==> src/sv/pcmhg_pkg.sv <==
`timescale 1ns / 1ps
package pcmhg_pkg;
    localparam int MAX_WIDTH  = 256;
    localparam int MAX_HEIGHT = 256;
    localparam int COL_W      = $clog2(MAX_WIDTH);
    localparam int ROW_W      = $clog2(MAX_HEIGHT);
    localparam int ADDR_W     = COL_W + ROW_W;
    localparam int DEPTH      = MAX_WIDTH * MAX_HEIGHT;
    localparam int DIM_W      = $clog2(MAX_WIDTH > MAX_HEIGHT ? MAX_WIDTH : MAX_HEIGHT) + 1;
    localparam int DIV_N      = 34;
    localparam int CS_W       = 31;

    localparam logic [1:0] ST_OK      = 2'd0;
    localparam logic [1:0] ST_OUTSIDE = 2'd1;
    localparam logic [1:0] ST_TOO_BIG = 2'd2;
    localparam logic [1:0] ST_BAD_RD  = 2'd3;

    localparam logic [2:0] CFG_X_MIN = 3'd0;
    localparam logic [2:0] CFG_X_MAX = 3'd1;
    localparam logic [2:0] CFG_Y_MIN = 3'd2;
    localparam logic [2:0] CFG_Y_MAX = 3'd3;
    localparam logic [2:0] CFG_Z_MIN = 3'd4;
    localparam logic [2:0] CFG_Z_MAX = 3'd5;
    localparam logic [2:0] CFG_CELL  = 3'd6;

    typedef struct packed {
        logic [15:0]        count;
        logic signed [31:0] height;
        logic               occupied;
        logic [7:0]         red;
        logic [7:0]         green;
        logic [7:0]         blue;
    } t_cell;

    localparam int CELL_W = $bits(t_cell);
endpackage

==> src/sv/pcmhg_div.sv <==
`timescale 1ns / 1ps
module pcmhg_div (
    input  logic                          i_clk,
    input  logic                          i_rst_n,
    input  logic                          i_start,
    input  logic [pcmhg_pkg::DIV_N-1:0]   i_dividend,
    input  logic [pcmhg_pkg::CS_W-1:0]    i_divisor,
    output logic                          o_done,
    output logic [pcmhg_pkg::DIV_N-1:0]   o_quot
);
    import pcmhg_pkg::*;

    logic [DIV_N-1:0] r_q, n_q;
    logic [CS_W-1:0]  r_rem, n_rem, r_dv;
    logic [5:0]       r_cnt;
    logic             r_busy, r_done;
    logic [CS_W:0]    w_trial;
    logic             w_ge;

    assign w_trial = {r_rem, r_q[DIV_N-1]};
    assign w_ge    = w_trial >= {1'b0, r_dv};

    always_comb begin
        n_rem = w_ge ? CS_W'(w_trial - {1'b0, r_dv}) : w_trial[CS_W-1:0];
        n_q   = {r_q[DIV_N-2:0], w_ge};
    end

    always_ff @(posedge i_clk) begin
        if (!i_rst_n) begin
            r_busy <= 1'b0;
            r_done <= 1'b0;
            r_cnt  <= '0;
        end else begin
            r_done <= r_busy && (r_cnt == 6'd1);
            if (i_start) begin
                r_busy <= 1'b1;
                r_cnt  <= 6'(DIV_N);
            end else if (r_busy) begin
                r_cnt <= r_cnt - 6'd1;
                if (r_cnt == 6'd1) begin
                    r_busy <= 1'b0;
                end
            end
        end
    end

    always_ff @(posedge i_clk) begin
        if (i_start) begin
            r_q   <= i_dividend;
            r_rem <= '0;
            r_dv  <= i_divisor;
        end else if (r_busy) begin
            r_q   <= n_q;
            r_rem <= n_rem;
        end
    end

    assign o_done = r_done;
    assign o_quot = r_q;
endmodule

==> config.mk <==
export PLATFORM = sky130hd
export DESIGN_NAME = pcmhg_div
export DESIGN_NICKNAME = d
export VERILOG_FILES = /design/src/sv/pcmhg_pkg.sv /design/src/sv/pcmhg_div.sv
export SDC_FILE = /design/constraint.sdc
export NUM_CORES = 1
export LEC_CHECK = 0
export BUFFER_PORTS_ARGS = -buffer_cell sky130_fd_sc_hd__clkbuf_2
export CORE_UTILIZATION = 50
export DETAILED_ROUTE_END_ITERATION = 12
export PLACE_DENSITY = 0.8
export SETUP_SLACK_MARGIN = 0.05
export SLEW_MARGIN = 25
export SYNTH_ARGS = -nofsm -noshare
export SYNTH_HDL_FRONTEND = slang
export SYNTH_SLANG_ARGS = --single-unit
==> constraint.sdc <==
create_clock -name i_clk -period 6.1 [get_ports i_clk]
set_input_delay 0.305 -clock i_clk [delete_from_list [all_inputs] [get_ports i_clk]]
set_output_delay 0.305 -clock i_clk [all_outputs]
set_load 0.01 [all_outputs]
==> impl_metrics.prom <==
# TYPE chip_impl_metric gauge
chip_impl_info{name="outcome",value="complete, but fails checks"} 1
chip_impl_info{name="failed_checks",value="DRC"} 1
chip_impl_metric{name="io_buffers",unit=""} 102
chip_impl_metric{name="clock_latency",unit="ns"} 0.37
chip_impl_metric{name="ys_ff_latch",unit=""} 104
chip_impl_info{name="end_kind",value="register"} 1
chip_impl_metric{name="vias",unit=""} 4588
chip_impl_metric{name="max-vdd-ir-drop",unit="uV"} 264.7
chip_impl_metric{name="fin_worst_hold_slack",unit="ns"} 0.1093
chip_impl_metric{name="count_of_final_hold_check_violations",unit=""} 0
chip_impl_metric{name="tritoncts.num_buffers",unit=""} 9
chip_impl_metric{name="n_antenna_cell",unit=""} 0
chip_impl_metric{name="design.core.area",unit="sq um"} 11520
chip_impl_info{name="worstSetupStartpointType",value="register"} 1
chip_impl_metric{name="synth_area_per_cell",unit="sq um"} 10.50
chip_impl_metric{name="cts.sink_count",unit=""} 104
chip_impl_metric{name="row_count",unit=""} 39
chip_impl_metric{name="cts.reportedPaths.clkPinSlew",unit="ns"} 0.08
chip_impl_info{name="synth_area_leaders",value="sky130_fd_sc_hd__edfxtp_1 33%, sky130_fd_sc_hd__dfxtp_1 13%, sky130_fd_sc_hd__ha_1 6.9%, sky130_fd_sc_hd__mux2_2 6.4%, sky130_fd_sc_hd__mux2i_1 3.7%"} 1
chip_impl_metric{name="yosysWarnings",unit=""} 0
chip_impl_metric{name="first_iter_violations",unit=""} 251
chip_impl_info{name="rsz0062_at_grt",value="no"} 1
chip_impl_metric{name="setup_viol",unit=""} 0
chip_impl_metric{name="synth_fa_ha_area_frac",unit=""} 0.07272
chip_impl_metric{name="netlist-cell-type-count",unit=""} 63
chip_impl_metric{name="count_of_flip_flops_with_a_built_in_enable_after_synthesis",unit=""} 65
chip_impl_metric{name="grt_antenna_before_repair",unit=""} 0
chip_impl_metric{name="route.antenna.remaining_nets",unit=""} 0
chip_impl_metric{name="synthSimpleGateAreaFrac",unit=""} 0.1024
chip_impl_metric{name="pwr_per_cell_area",unit="nW/um^2"} 273.5
chip_impl_metric{name="post_cts.repair.setup_buffers",unit=""} 0
chip_impl_metric{name="h_tree_depth",unit=""} 3
chip_impl_metric{name="hold_buffers",unit=""} 0
chip_impl_metric{name="design.final.nets",unit=""} 754
chip_impl_metric{name="dp_worst_setup_slack",unit="ns"} 2.583
chip_impl_metric{name="routed_wire_length_per_instance",unit="um"} 16.21
chip_impl_metric{name="area.growth.synth_to_final",unit="%"} 14.27
chip_impl_metric{name="grt_max_degree",unit=""} 71
chip_impl_metric{name="ys_seq_area_frac",unit=""} 0.4590
chip_impl_info{name="synth_flop_cell",value="sky130_fd_sc_hd__edfxtp_1"} 1
chip_impl_metric{name="synth.mux.area_fraction",unit=""} 0.1013
chip_impl_metric{name="worst_margin_slew",unit="ns"} 0.8431
chip_impl_metric{name="leakagePower",unit="nW"} 2.920
chip_impl_metric{name="die_area",unit="sq um"} 12350
chip_impl_metric{name="clock_tree.buffer_depth",unit=""} 2
chip_impl_metric{name="grt_pass1_vias",unit=""} 4598
chip_impl_info{name="type_of_the_setup_path_with_the_least_slack",value="register to register"} 1
chip_impl_metric{name="max_clock_freq",unit="MHz"} 278.4
chip_impl_info{name="worst_min_delay_path_category",value="input port to register"} 1
chip_impl_metric{name="initial_util",unit=""} 0.5169
chip_impl_metric{name="timing.final.crit_share",unit=""} 0.5888
chip_impl_metric{name="worst-endpoint-arrival",unit="ns"} 3.87
chip_impl_metric{name="report.final.slew_viol_count",unit=""} 0
chip_impl_metric{name="mappedNetlistNets",unit=""} 669
chip_impl_metric{name="final_core_util",unit=""} 0.5907
chip_impl_metric{name="post_cts_resize_count",unit=""} 0
chip_impl_metric{name="drive_above_1_share",unit=""} 0.2542
chip_impl_metric{name="grt_first_pass_wirelength",unit="um"} 21270
chip_impl_metric{name="grt.total_usage",unit=""} 0.2164
chip_impl_metric{name="detailed_router_iteration_count_before_antenna_repair",unit=""} 9
chip_impl_metric{name="totalPowerFinal",unit="W"} 0.001861
chip_impl_metric{name="maxCapViolCount",unit=""} 0
chip_impl_info{name="synth.largest_area_cell",value="sky130_fd_sc_hd__edfxtp_1"} 1
chip_impl_metric{name="wirelength",unit="um"} 12970
chip_impl_metric{name="required",unit="ns"} 6.38
chip_impl_metric{name="worst_clock_skew",unit="ns"} 0.01047
chip_impl_metric{name="place_hpwl",unit="um"} 9251
chip_impl_metric{name="fp.dieW",unit="um"} 111.1
chip_impl_metric{name="grt-ovfl-total",unit=""} 0
chip_impl_metric{name="synth_xor_xnor_area_share",unit=""} 0.04561
chip_impl_metric{name="post-route-drc-count",unit=""} 2
chip_impl_metric{name="timing.final.crit_period",unit="ns"} 3.591
chip_impl_metric{name="gpl.final_weighted_congestion",unit=""} 0.9034
chip_impl_metric{name="postLayoutSetupSlackWorst",unit="ns"} 2.509
chip_impl_info{name="synth_top_family_by_area",value="compound AO/OA/AOI/OAI gates"} 1
chip_impl_metric{name="synth_top_area_frac",unit=""} 0.3279
chip_impl_metric{name="crit_fanout",unit=""} 17
chip_impl_info{name="cts_root_buf",value="sky130_fd_sc_hd__clkbuf_16"} 1
chip_impl_metric{name="synth_compound_area_frac",unit=""} 0.1635
chip_impl_metric{name="postSynth.asyncResetShare",unit=""} 0
chip_impl_metric{name="max-slew-margin-rel",unit=""} 0.4379
chip_impl_info{name="cts_tree",value="built"} 1
chip_impl_metric{name="synth_instances",unit=""} 567
chip_impl_metric{name="ios",unit=""} 103
chip_impl_metric{name="viasPerCell",unit=""} 5.735
chip_impl_metric{name="final.setup.tns",unit="ns"} 0
chip_impl_metric{name="dieHeight",unit="um"} 111.1
chip_impl_metric{name="synthesis.area",unit="sq um"} 5953
==> worst paths after layout <==
check | from | end | slack [ns] | depth (start not counted)
max | o_quot[33] | r_rem[27] | 2.51 | 12
min | i_divisor[29] | r_dv[29] | 0.11 | 1
min reg2reg | r_rem[1] | r_rem[1] | 0.50 | 2
max reg2reg | o_quot[33] | r_rem[27] | 2.51 | 12
==> layout make-up <==
| class | instances | area (sq um) |
|---|---|---|
| Clock buffer | 10 | 239.0 |
| Multi-Input combinational cell | 388 | 2890 |
| Fill cell | 946 | 4713 |
| Timing Repair Buffer | 106 | 543.0 |
| Clock inverter | 6 | 56.30 |
| Inverter | 43 | 161.4 |
| Sequential cell | 104 | 2734 |
| Tap cell | 143 | 178.9 |
==> stage by stage <==
step,instances,area (sq um)
final,800,6803
after global routing,800,6803
after CTS,800,6803
after detailed placement,784,6507
after global placement,784,6507
after floorplan,567,5953
==> critical path, stage by stage, from the launching register on <==
cell and delay [ns]:
sky130_fd_sc_hd__edfxtp_1 0.37, sky130_fd_sc_hd__inv_1 0.05, sky130_fd_sc_hd__ha_1 0.22, sky130_fd_sc_hd__fa_1 0.42
sky130_fd_sc_hd__and2b_1 0.25, sky130_fd_sc_hd__o2111ai_2 0.14, sky130_fd_sc_hd__a31oi_1 0.29, sky130_fd_sc_hd__o21ai_1 0.15
sky130_fd_sc_hd__a31oi_2 0.21, sky130_fd_sc_hd__or2_1 0.52, sky130_fd_sc_hd__buf_4 0.41, sky130_fd_sc_hd__nand2_2 0.18
sky130_fd_sc_hd__o31ai_1 0.27
==> report_power, final <==
| group | internal, W | total, W | switching (W) |
|---|---|---|---|
| Clock | 0.000298 | 0.000582 | 0.000284 |
| Sequential | 0.000816 | 0.000851 | 0.0000352 |
| Combinational | 0.000185 | 0.000427 | 0.000242 |
| Total | 0.00130 | 0.00186 | 0.000562 |
==> layer usage <==
layer,track usage,vias to the layer above,part of all wire
met3,0.06780,24,0.057
met1,0.2703,2168,0.46
li1,-,2240,-
met4,0.07117,0,0.019
met5,0,-,0
met2,0.3560,156,0.47
==> kinds of logic after synthesis <==
logic type	Yosys count
buf+inv	75
simple gates	129
fa+ha+maj	34
compound gates	138
xor+xnor	31
flops	104
mux	56
==> cells in the final DEF (no fill, tap or decap), types with 4 or more instances in the layout <==
cell / count
sky130_fd_sc_hd__clkbuf_2: 101
sky130_fd_sc_hd__edfxtp_1: 65
sky130_fd_sc_hd__nor2_1: 50
sky130_fd_sc_hd__inv_1: 43
sky130_fd_sc_hd__dfxtp_1: 38
sky130_fd_sc_hd__mux2_2: 34
sky130_fd_sc_hd__ha_1: 33
sky130_fd_sc_hd__a21oi_1: 29
sky130_fd_sc_hd__nand2_1: 29
sky130_fd_sc_hd__mux2i_1: 22
sky130_fd_sc_hd__a211oi_1: 20
sky130_fd_sc_hd__a21o_1: 17
sky130_fd_sc_hd__xnor2_1: 16
sky130_fd_sc_hd__xor2_1: 15
sky130_fd_sc_hd__o21ai_0: 13
sky130_fd_sc_hd__clkbuf_16: 9
sky130_fd_sc_hd__nand4_1: 8
sky130_fd_sc_hd__o21a_1: 8
sky130_fd_sc_hd__a31oi_1: 8
sky130_fd_sc_hd__nor2b_1: 7
sky130_fd_sc_hd__nor3_1: 7
sky130_fd_sc_hd__nand3_1: 6
sky130_fd_sc_hd__o211ai_1: 5
sky130_fd_sc_hd__nand2b_1: 5
sky130_fd_sc_hd__buf_4: 5
sky130_fd_sc_hd__a41oi_1: 4
==> flip-flops by register name, summed over array words and instances, names as in the netlist <==
signal  flops
o_done      1
o_quot     34
r_rem      31
r_busy      1
r_dv       31
r_cnt       6
==> Yosys cell counts, types with 2 or more instances <==
master,n
sky130_fd_sc_hd__a211oi_1,20
sky130_fd_sc_hd__a21o_1,17
sky130_fd_sc_hd__a21oi_1,29
sky130_fd_sc_hd__a311oi_1,3
sky130_fd_sc_hd__a31oi_1,8
sky130_fd_sc_hd__a32oi_1,3
sky130_fd_sc_hd__a41oi_1,4
sky130_fd_sc_hd__and2_1,3
sky130_fd_sc_hd__and3_1,3
sky130_fd_sc_hd__buf_1,4
sky130_fd_sc_hd__buf_2,9
sky130_fd_sc_hd__clkbuf_1,14
sky130_fd_sc_hd__clkbuf_2,2
sky130_fd_sc_hd__dfxtp_1,39
sky130_fd_sc_hd__edfxtp_1,65
sky130_fd_sc_hd__ha_1,33
sky130_fd_sc_hd__inv_1,43
sky130_fd_sc_hd__mux2_2,34
sky130_fd_sc_hd__mux2i_1,22
sky130_fd_sc_hd__nand2_1,29
sky130_fd_sc_hd__nand2b_1,5
sky130_fd_sc_hd__nand3_1,6
sky130_fd_sc_hd__nand4_1,8
sky130_fd_sc_hd__nand4b_1,2
sky130_fd_sc_hd__nor2_1,50
sky130_fd_sc_hd__nor2b_1,7
sky130_fd_sc_hd__nor3_1,7
sky130_fd_sc_hd__nor3b_1,2
sky130_fd_sc_hd__o211ai_1,5
sky130_fd_sc_hd__o21a_1,8
sky130_fd_sc_hd__o21ai_0,13
sky130_fd_sc_hd__o21ai_1,3
sky130_fd_sc_hd__o21bai_1,2
sky130_fd_sc_hd__o221ai_1,3
sky130_fd_sc_hd__o22ai_1,3
sky130_fd_sc_hd__o31ai_1,3
sky130_fd_sc_hd__xnor2_1,16
sky130_fd_sc_hd__xor2_1,15
Note: power is estimated with default switching activity, not from simulation.
